File: config.mk
export PLATFORM = sky130hd
export DESIGN_NAME = path_utf8_validator
export DESIGN_NICKNAME = d
export VERILOG_FILES = /design/src/hdl/pvu_pkg.sv /design/src/hdl/pvu_utf8_step.sv /design/src/hdl/path_utf8_validator.sv
export SDC_FILE = /design/constraint.sdc
export NUM_CORES = 1
export LEC_CHECK = 0
export BUFFER_PORTS_ARGS = -buffer_cell sky130_fd_sc_hd__buf_2
export CORE_MARGIN = 2
export CORE_UTILIZATION = 53
export CTS_CLUSTER_DIAMETER = 80
export CTS_CLUSTER_SIZE = 30
export DETAILED_ROUTE_END_ITERATION = 10
export PLACE_DENSITY = 0.74
export SETUP_SLACK_MARGIN = 0.02
export SLEW_MARGIN = 30
export SYNTH_ARGS = -nofsm -noshare
export SYNTH_HDL_FRONTEND = slang
export SYNTH_SLANG_ARGS = --single-unit
File: constraint.sdc
create_clock -name clk_i -period 1.8 [get_ports clk_i]
set_input_delay 0.18 -clock clk_i [delete_from_list [all_inputs] [get_ports clk_i]]
set_output_delay 0.18 -clock clk_i [all_outputs]
set_load 0.01 [all_outputs]
File: src/hdl/pvu_pkg.sv
// Package for the path validator: size defaults, byte codes and the UTF-8 decoder state type.
// Used by pvu_utf8_step and path_utf8_validator. Depends on nothing else.
package pvu_pkg;

  // Default size limits of a path and of one component.
  localparam int unsigned DefMaxPathLength      = 4096;
  localparam int unsigned DefMaxComponentLength = 255;

  // Width of the reported length field.
  localparam int unsigned PathLengthW = 13;

  // Byte codes with a meaning of their own.
  localparam logic [7:0] SlashByte     = 8'h2f;
  localparam logic [7:0] DotByte       = 8'h2e;
  localparam logic [7:0] BackslashByte = 8'h5c;

  // Lead byte ranges.
  localparam logic [7:0] Lead2Lo = 8'hc2;
  localparam logic [7:0] Lead2Hi = 8'hdf;
  localparam logic [7:0] Lead3Lo = 8'he0;
  localparam logic [7:0] Lead3Hi = 8'hef;
  localparam logic [7:0] Lead4Lo = 8'hf0;
  localparam logic [7:0] Lead4Hi = 8'hf4;

  // Code point limits.
  localparam logic [20:0] Min2Byte     = 21'h000080;
  localparam logic [20:0] Min3Byte     = 21'h000800;
  localparam logic [20:0] Min4Byte     = 21'h010000;
  localparam logic [20:0] MaxCodePoint = 21'h10ffff;
  localparam logic [20:0] SurrogateLo  = 21'h00d800;
  localparam logic [20:0] SurrogateHi  = 21'h00dfff;

  // Decoder state kept between bytes of a multibyte sequence.
  typedef struct packed {
    logic [1:0]  tail_rem;
    logic [1:0]  tail_tot;
    logic [20:0] code_point;
  } pvu_utf8_t;

endpackage

File: src/hdl/pvu_utf8_step.sv
// One byte step of the UTF-8 decoder: next decoder state and an error flag.
// Depends on pvu_pkg.
module pvu_utf8_step (
  input  pvu_pkg::pvu_utf8_t state_i,
  input  logic [7:0]         byte_i,
  output pvu_pkg::pvu_utf8_t state_o,
  output logic               err_o
);
  import pvu_pkg::*;

  logic [20:0] cp_shift;

  assign cp_shift = {state_i.code_point[14:0], byte_i[5:0]};

  // Continuation handling when a sequence is open, lead decoding otherwise.
  always_comb begin
    state_o = state_i;
    err_o   = 1'b0;
    if (state_i.tail_rem != 2'd0) begin
      if (byte_i[7:6] != 2'b10) begin
        // A bad continuation drops the open sequence.
        err_o            = 1'b1;
        state_o.tail_rem = 2'd0;
      end else begin
        state_o.code_point = cp_shift;
        state_o.tail_rem   = state_i.tail_rem - 2'd1;
        if (state_i.tail_rem == 2'd1) begin
          // Sequence complete: reject overlong forms, surrogates and out-of-range values.
          if ((state_i.tail_tot == 2'd1 && cp_shift < Min2Byte) ||
              (state_i.tail_tot == 2'd2 && cp_shift < Min3Byte) ||
              (state_i.tail_tot == 2'd3 && cp_shift < Min4Byte) ||
              (cp_shift > MaxCodePoint) ||
              (cp_shift >= SurrogateLo && cp_shift <= SurrogateHi)) begin
            err_o = 1'b1;
          end
        end
      end
    end else if (byte_i[7]) begin
      if (byte_i inside {[Lead2Lo:Lead2Hi]}) begin
        state_o.code_point = {16'd0, byte_i[4:0]};
        state_o.tail_tot   = 2'd1;
        state_o.tail_rem   = 2'd1;
      end else if (byte_i inside {[Lead3Lo:Lead3Hi]}) begin
        state_o.code_point = {17'd0, byte_i[3:0]};
        state_o.tail_tot   = 2'd2;
        state_o.tail_rem   = 2'd2;
      end else if (byte_i inside {[Lead4Lo:Lead4Hi]}) begin
        state_o.code_point = {18'd0, byte_i[2:0]};
        state_o.tail_tot   = 2'd3;
        state_o.tail_rem   = 2'd3;
      end else begin
        err_o = 1'b1;
      end
    end
  end

endmodule

File: src/hdl/path_utf8_validator.sv
// Top level of the path validator: input beat register, path state update, result register.
// Depends on pvu_pkg and pvu_utf8_step.
// Throughput: one input beat per cycle, byte beats and end beats alike, unless an end beat is held.
// Order: an accepted end beat passes the input register, then the result register, where its
// verdict waits until it is taken; a new beat stalls only behind an end beat that is held
// because the previous verdict has not been taken.
// Reset clears the path state, the mode register (relative mode) and both valid flags.
module path_utf8_validator #(
  parameter int unsigned MAX_PATH_LENGTH      = pvu_pkg::DefMaxPathLength,
  parameter int unsigned MAX_COMPONENT_LENGTH = pvu_pkg::DefMaxComponentLength
) (
  input  logic        clk_i,
  input  logic        rst_ni,
  // Mode register write: 1 absolute, 0 relative.
  input  logic        cfg_we_i,
  input  logic        cfg_wdata_i,
  // Input stream.
  input  logic        s_axis_tvalid,
  output logic        s_axis_tready,
  input  logic [7:0]  s_axis_tdata,   // [7:0] path_byte
  input  logic        s_axis_tlast,   // end_mark
  // Result stream.
  output logic        m_axis_tvalid,
  input  logic        m_axis_tready,
  output logic [15:0] m_axis_tdata    // [0] path_ok, [13:1] path_length, [15:14] zero
);
  import pvu_pkg::*;

  localparam int unsigned TotW  = $clog2(MAX_PATH_LENGTH + 2);
  localparam int unsigned CompW = $clog2(MAX_COMPONENT_LENGTH + 2);
  localparam logic [TotW-1:0]  MaxTot  = TotW'(MAX_PATH_LENGTH);
  localparam logic [CompW-1:0] MaxComp = CompW'(MAX_COMPONENT_LENGTH);

  // Mode register.
  logic abs_q;
  always_ff @(posedge clk_i or negedge rst_ni) begin
    if (!rst_ni) begin
      abs_q <= 1'b0;
    end else if (cfg_we_i) begin
      abs_q <= cfg_wdata_i;
    end
  end

  // Input beat register.
  logic       in_valid_q;
  logic [7:0] in_byte_q;
  logic       in_last_q;
  logic       out_valid_q;
  logic       out_free;
  logic       adv;

  assign out_free      = !out_valid_q || m_axis_tready;
  assign adv           = in_valid_q && (!in_last_q || out_free);
  assign s_axis_tready = !in_valid_q || adv;

  always_ff @(posedge clk_i or negedge rst_ni) begin
    if (!rst_ni) begin
      in_valid_q <= 1'b0;
    end else if (s_axis_tready) begin
      in_valid_q <= s_axis_tvalid;
    end
  end

  always_ff @(posedge clk_i) begin
    if (s_axis_tready && s_axis_tvalid) begin
      in_byte_q <= s_axis_tdata;
      in_last_q <= s_axis_tlast;
    end
  end

  // Path state.
  logic             err_q, err_d;
  logic [TotW-1:0]  tot_q, tot_d;
  logic [CompW-1:0] comp_q, comp_d;
  logic             at_first_q, at_first_d;
  logic             fd_q, fd_d;
  logic             sd_q, sd_d;
  pvu_utf8_t        utf_q, utf_d;
  pvu_utf8_t        utf_next;
  logic             utf_err;

  pvu_utf8_step u_utf8_step (
    .state_i (utf_q),
    .byte_i  (in_byte_q),
    .state_o (utf_next),
    .err_o   (utf_err)
  );

  logic is_slash;
  logic is_dot;
  logic close_err;
  logic first_err;
  logic skip_rest;
  logic res_ok;

  assign is_slash  = (in_byte_q == SlashByte);
  assign is_dot    = (in_byte_q == DotByte);
  assign first_err = at_first_q && (abs_q != is_slash);
  assign skip_rest = at_first_q && abs_q && is_slash;

  // Checks made when a component closes.
  assign close_err = (comp_q == '0) || (comp_q > MaxComp) ||
                     (comp_q == CompW'(1) && fd_q) ||
                     (comp_q == CompW'(2) && fd_q && sd_q) ||
                     (!abs_q && fd_q);

  // Per-beat state update and end-of-path verdict.
  always_comb begin
    err_d      = err_q;
    tot_d      = tot_q;
    comp_d     = comp_q;
    at_first_d = at_first_q;
    fd_d       = fd_q;
    sd_d       = sd_q;
    utf_d      = utf_q;
    res_ok     = !(err_q || tot_q == '0 || tot_q > MaxTot ||
                   utf_q.tail_rem != 2'd0 || close_err);
    if (adv) begin
      if (in_last_q) begin
        err_d      = 1'b0;
        tot_d      = '0;
        comp_d     = '0;
        at_first_d = 1'b1;
        fd_d       = 1'b0;
        sd_d       = 1'b0;
        utf_d      = '0;
      end else begin
        if (tot_q <= MaxTot) begin
          tot_d = tot_q + TotW'(1);
        end
        utf_d      = utf_next;
        err_d      = err_q || utf_err || (in_byte_q == BackslashByte) || first_err;
        at_first_d = 1'b0;
        if (!skip_rest) begin
          if (is_slash) begin
            err_d  = err_d || close_err;
            comp_d = '0;
            fd_d   = 1'b0;
            sd_d   = 1'b0;
          end else begin
            if (comp_q == '0) begin
              fd_d = is_dot;
            end else if (comp_q == CompW'(1)) begin
              sd_d = is_dot;
            end
            if (comp_q <= MaxComp) begin
              comp_d = comp_q + CompW'(1);
            end
          end
        end
      end
    end
  end

  always_ff @(posedge clk_i or negedge rst_ni) begin
    if (!rst_ni) begin
      err_q      <= 1'b0;
      tot_q      <= '0;
      comp_q     <= '0;
      at_first_q <= 1'b1;
      fd_q       <= 1'b0;
      sd_q       <= 1'b0;
      utf_q      <= '0;
    end else begin
      err_q      <= err_d;
      tot_q      <= tot_d;
      comp_q     <= comp_d;
      at_first_q <= at_first_d;
      fd_q       <= fd_d;
      sd_q       <= sd_d;
      utf_q      <= utf_d;
    end
  end

  // Result register.
  logic                   out_ok_q;
  logic [PathLengthW-1:0] out_len_q;
  logic [31:0]            tot_wide;

  assign tot_wide = 32'(tot_q);

  always_ff @(posedge clk_i or negedge rst_ni) begin
    if (!rst_ni) begin
      out_valid_q <= 1'b0;
    end else if (adv && in_last_q) begin
      out_valid_q <= 1'b1;
    end else if (m_axis_tready) begin
      out_valid_q <= 1'b0;
    end
  end

  always_ff @(posedge clk_i) begin
    if (adv && in_last_q) begin
      out_ok_q  <= res_ok;
      out_len_q <= tot_wide[PathLengthW-1:0];
    end
  end

  assign m_axis_tvalid = out_valid_q;
  assign m_axis_tdata  = {2'b00, out_len_q, out_ok_q};

  // A new result appears only after an end beat has been processed.
  a_result_from_end: assert property (@(posedge clk_i) disable iff (!rst_ni)
    $rose(out_valid_q) |-> $past(adv && in_last_q))
    else $error("result appeared without an end beat");

  // An end beat held behind a stalled result stays in the input register.
  a_end_waits: assert property (@(posedge clk_i) disable iff (!rst_ni)
    (in_valid_q && in_last_q && out_valid_q && !m_axis_tready) |=> (in_valid_q && in_last_q))
    else $error("end beat lost while result stalled");

  // Processing an end beat returns the path state to its start.
  a_state_cleared: assert property (@(posedge clk_i) disable iff (!rst_ni)
    (adv && in_last_q) |=> (tot_q == '0 && comp_q == '0 && at_first_q && !err_q &&
                            utf_q.tail_rem == 2'd0))
    else $error("path state not cleared after end beat");

  // An accepted path is never empty.
  a_ok_nonempty: assert property (@(posedge clk_i) disable iff (!rst_ni)
    (out_valid_q && out_ok_q) |-> (out_len_q != '0))
    else $error("accepted path reports zero length");

endmodule

==> flow_summary.yaml, run 1 <==
yosys:
  synth_edf_count: 23
  avgSynthCellArea_um2: 11.50
  synthesis.area_um2: 3622
  netlist_top_cells_area: "dfrtp_1 32%, edfxtp_1 19%, xnor2_1 4.1%"
  synth_top_cell_by_area: "dfrtp_1"
  synth-main-ff-cell: "dfrtp_1"
  async_reset_ff_share_pct: 67.61
  yosysWarnings: 0
  synth_cells: 315
  synth_cell_types: 66
  seq_area_frac_synth_pct: 52.26
  synth_top_area_share_pct: 32.47
  synth_seq_cells: 71
worst_setup_path:
  crit_path_end_kind: "flop"
  crit_fanout: 8
  start_kind: "flop"
  r2r_slack_ps: -180
  worstPathRequired_ps: 2030
  cp_data_arrival_time_ps: 2210
  crit_type: "reg2reg"
sta:
  period_needed_ps: 1980
  max_clock_freq_mhz: 505.1
  period_share_pct: 110.0
  tightest_slew_ps: 614.8
  skew_ps: 13.58
  finalWorstSetupSlack_ps: -179.9
  rsz0062_at_grt: "yes"
  setup_viol: 13
  hold_viol: 0
  relSlewSlack_pct: 59.01
  slew_viol_final: 0
power:
  pwr-share-comb_pct: 35.0
  worst_ir_drop_vdd_mv: 0.6204
  power_switching_share_pct: 32.97
  p_switching_w: 0.001624
  leakage_nw: 2.044
  p_per_area_nw_per_um2: 1011
  p_seq_share_pct: 40.8
  internal_power_w: 0.003302
  power_frac_clock_pct: 24.2
placement:
  dp_hpwl_mm: 5.331
  port_buffers: 30
  place_inst: 462
  gp_congestion: 0.8276
clock_tree:
  cts_buffers: 9
  max-clock-path-buffers: 2
  clock_sinks: 71
  root_buffer: "clkbuf_8"
  cts_tree: "built"
  clk_latency_ps: 360
  htreeDepth: 3
  clkTransAtPathRegs_ps: 70
global_routing:
  antenna_found_initial: 0
  grt-ovfl-total: 0
  track_usage_pct: 22.99
  grt_pass1_vias: 2897
  grt_pass1_wl_mm: 13.40
  grt_max_degree: 30
job:
  cap_violations: 0
die:
  die_h_um: 86.67
  die-area_um2: 7512
  die_x_um: 86.67
  rows: 30
  core_area_um2: 6719
  ios: 33
  initial_core_util_pct: 53.91
final_layout:
  syn_to_final_growth_pct: 34.54
  antenna_cells: 0
  layout.nets: 439
  finish.utilization_pct: 72.53
  final_cells: 500
  drive_gt1_share_pct: 39.29
route:
  vias: 2823
  drtIter0Drc: 190
  remaining_drc_errors: 0
  ant_nets: 0
  wire_per_inst_um: 16.45
  firstDrtPassIters: 4
  finalWirelength_mm: 8.227
  via_per_inst: 5.646
status:
  violations: "negative setup slack"
  status: "complete, but fails checks"
hold_path:
  hold_class: "in2reg"
[critical path, cell delays in order (launching register included)]
cell,delay (ps)
dfrtp_1,350
ha_2,180
and2_4,140
and3_4,190
ha_4,130
nor2b_2,50
a41o_4,310
buf_4,160
nor4_4,140
xnor2_1,160
nor2_1,60
[cell type report]
type / instances / area [um2]
Inverter: 19 / 71.32
Timing Repair Buffer: 101 / 724.4
Clock buffer: 11 / 152.6
Sequential cell: 71 / 1894
Clock inverter: 5 / 32.53
Tap cell: 80 / 100.1
Fill cell: 458 / 1846
Multi-Input combinational cell: 213 / 1898
[layout by cell type (no fill, tap or decap), drive strengths merged, types with 4 or more instances in the layout]
cell type / synthesis / final
and2: 5 / 5
nor2b: 3 / 4
nor4b: 6 / 6
edfxtp: 23 / 23
nor2: 20 / 20
nand2: 18 / 18
ha: 9 / 9
a21o: 3 / 4
nand3: 8 / 8
dlygate4sd3: 0 / 10
a21oi: 6 / 6
dfrtp: 47 / 47
nor3: 12 / 12
xnor2: 17 / 17
clkbuf: 5 / 11
buf: 10 / 91
nor4: 15 / 15
inv: 19 / 19
o21ai: 16 / 16
a22o: 15 / 15
nand4: 6 / 6
[registers in the layout (all words and copies together), names as in the netlist, 8 cells and up]
| signal | count |
|---|---|
| in_byte_q | 8 |
| tot_q | 13 |
| utf_q | 19 |
| comp_q | 9 |
| out_len_q | 13 |
[power by group through the flow]
stage / registers, W / logic, W / clock network [W]
after floorplan: 0.00203 / 0.000938 / 0
after global placement: 0.00203 / 0.00134 / 0
after detailed placement: 0.00204 / 0.00138 / 0
after CTS: 0.00201 / 0.00154 / 0.00121
after global routing: 0.00203 / 0.00187 / 0.00129
final: 0.00201 / 0.00173 / 0.00119
[cell usage after synthesis (all sizes together) (3+ instances only)]
cell type  count
dfrtp         47
edfxtp        23
nor2          20
inv           19
nand2         18
xnor2         17
o21ai         16
a22o          15
nor4          15
nor3          12
buf           10
ha             9
nand3          8
a21oi          6
nand4          6
nor4b          6
and2           5
clkbuf         5
a21o           3
and3           3
mux2           3
nand2b         3
nor2b          3
nor3b          3
[metal layers]
metal / routed length (um) / track usage (%) / vias up
li1: - / - / 1375
met3: 319 / 3.333 / 8
met5: 0 / 0 / -
met4: 110 / 9.943 / 0
met2: 4003 / 37.97 / 62
met1: 3794 / 30.33 / 1378
[cells by family after synthesis]
group | after synthesis | synth area share, %
adder cells (fa/ha/maj) | 9 | 3.109
other | 1 | 0.1035
AO/OA/AOI/OAI | 61 | 12.16
buffers and inverters | 34 | 4.560
multiplexers | 4 | 1.209
AND/OR/NAND/NOR | 118 | 22.49
flip-flops | 71 | 52.26
XOR/XNOR | 17 | 4.110
[per-stage QoR]
step	cell area, um2	total power [W]	setup WS (ps)	setup TNS, ps	hold WS [ps]
CTS	4727	0.004757	-170.5	-1866	6.703
floorplan	3701	0.002973	-141.4	-1265	-115.6
global placement	4248	0.003374	-144.3	-2638	227.9
global route	4873	0.005188	-270.2	-3261	7.396
detailed placement	4248	0.003425	-214.5	-4831	236.8
finish	4873	0.004926	-179.9	-1489	14.49
[timing repair]
action | 4_1_cts | 5_1_grt
endpoints found under the hold margin | 33 | 0
gates cloned | 0 | 2
setup buffers | 4 | 6
endpoints found under the setup margin | 40 | 41
resized for setup | 26 | 19
hold buffers | 10 | 0
pin swaps | 18 | 40
[final timing paths]
check / from / endpoint / cells past startpoint
worst min-delay path: cfg_we_i / abs_q / 2
worst min register to register: at_first_q / at_first_q / 2
worst max-delay path: comp_q[1] / comp_q[6] / 10
worst max register to register: comp_q[1] / comp_q[6] / 10
max in group asynchronous: rst_ni / utf_q[5] / 3
min in group asynchronous: rst_ni / comp_q[5] / 2
(Power assumes the default switching activity.)
==> inputs of run 2 (changes only) <==
SETUP_SLACK_MARGIN = unset   (was 0.02)
==> flow_summary.yaml, run 2 (synthesis results as in run 1) <==
sta:
  rsz0062_at_grt: "yes"
  finalSetupTns_ps: -1920
  slew_viol_final: 0
  tightest_slew_ps: 572.4
  setup_viol: 23
  period_needed_ps: 1983
  hold_viol: 0
  max_clock_freq_mhz: 504.2
  skew_ps: 8.645
  worst_hold_slack_ps: 9.266
  finalWorstSetupSlack_ps: -183.4
  period_share_pct: 110.2
  relSlewSlack_pct: 61.84
clock_tree:
  cts_tree: "built"
  clk_latency_ps: 350
  clock_sinks: 71
  max-clock-path-buffers: 2
  cts_buffers: 9
  clkTransAtPathRegs_ps: 70
  root_buffer: "clkbuf_8"
  htreeDepth: 3
placement:
  gp_congestion: 0.8036
  post-place-ws_ps: -215.8
  port_buffers: 30
  dp_hpwl_mm: 5.663
route:
  drtIter0Drc: 220
  remaining_drc_errors: 0
  firstDrtPassIters: 4
  ant_nets: 0
  finalWirelength_mm: 8.794
  wire_per_inst_um: 17.28
  vias: 2976
  via_per_inst: 5.847
final_layout:
  largest_register: "utf_q"
  antenna_cells: 0
  drive_gt1_share_pct: 42.89
  largest_registers: "utf_q x19, out_len_q x13, tot_q x13"
  largest_reg_flops: 19
  layout.nets: 448
  fillers: 421
  layout_commonest_cell: "buf_4"
  final_cell_mix: "67 x buf_4, 46 x dfrtp_1, 31 x buf_2"
  syn_to_final_growth_pct: 40.00
  finish.utilization_pct: 75.47
worst_setup_path:
  crit_chain: "ha_2 > and2_4 > and3_4 > ha_4 > nor2b_2 > a41o_4 > buf_4 > nor4_4 > xnor2_1 > nor2_1"
  crit_path_end_kind: "flop"
  start_kind: "flop"
  cp_slowest_stage_delay_ps: 360
  worstPathRequired_ps: 2040
  crit_fanout: 6
  cp_slowest_cell: "dfrtp_1"
  crit_type: "reg2reg"
  cp_data_arrival_time_ps: 2220
die:
  die_x_um: 86.67
  ios: 33
  initial_core_util_pct: 53.91
  core_area_um2: 6719
  rows: 30
  die-area_um2: 7512
  die_h_um: 86.67
hold_path:
  hold_class: "in2reg"
status:
  status: "complete, but fails checks"
  violations: "negative setup slack"
global_routing:
  antenna_found_initial: 0
  track_usage_pct: 23.10
  grt_pass1_wl_mm: 13.48
  grt-ovfl-total: 0
  grt_pass1_vias: 2897
  grt_max_degree: 26
job:
  cap_violations: 0
power:
  leakage_nw: 2.131
  worst_ir_drop_vdd_mv: 0.7352
  p_per_area_nw_per_um2: 1066
run 2: path summary, 6_finish.rpt:
check	from	to	slack (ps)	depth (start not counted)
max in group asynchronous	rst_ni	tot_q[6]	840	3
max	comp_q[1]	comp_q[6]	-180	10
max reg2reg	comp_q[1]	comp_q[6]	-180	10
min in group asynchronous	rst_ni	utf_q[24]	350	2
min reg2reg	at_first_q	at_first_q	480	2
min	s_axis_tdata[3]	in_byte_q[3]	9	1
run 2: area by class of cell:
type | count | area [um2] | share of cell area, %
multi-input cells | 213 | 2001 | 39.45
inverters | 19 | 71.32 | 1.406
clock buffers | 10 | 127.6 | 2.517
flip-flops and latches | 71 | 1894 | 37.36
clock inverters | 6 | 85.08 | 1.678
repair buffers | 110 | 792.0 | 15.62
well taps | 80 | 100.1 | 1.974
run 2: repair_timing:
action / CTS / global route
hold endpoints to repair: 28 / 1
resized for setup: 24 / 38
buffers inserted: 2 / 12
pin swaps: 19 / 42
cloned: 0 / 2
hold buffers: 7 / 1
endpoints found under the setup margin: 39 / 39
run 2: power breakdown:
group	internal, W	total (W)	switching (W)
clock network	0.000775	0.00139	0.000614
logic	0.00101	0.00199	0.000988
registers	0.00187	0.00202	0.000154
run 2: metrics by stage:
step | cells | instance area, um2 | power [W]
6_report | 509 | 5071 | 0.005404
5_1_grt | 509 | 5071 | 0.005654
4_1_cts | 495 | 4757 | 0.005068
3_5_place_dp | 470 | 4308 | 0.003504
3_3_place_gp | 470 | 4308 | 0.003443
2_1_floorplan | 316 | 3701 | 0.002971
run 2: per-layer routing:
layer  global-route usage, %  wire, um
met5                       0         0
met4                   10.80       205
met3                   3.143       277
met2                   38.46      4464
met1                   29.96      3846
run 2: critical path: cells and delay by family, from the launching register on:
kind            cells  cell delay, ps
simple gates        5             580
flops               1             360
fa+ha+maj           2             330
compound gates      1             290
buf+inv             1             180
xor+xnor            1             140
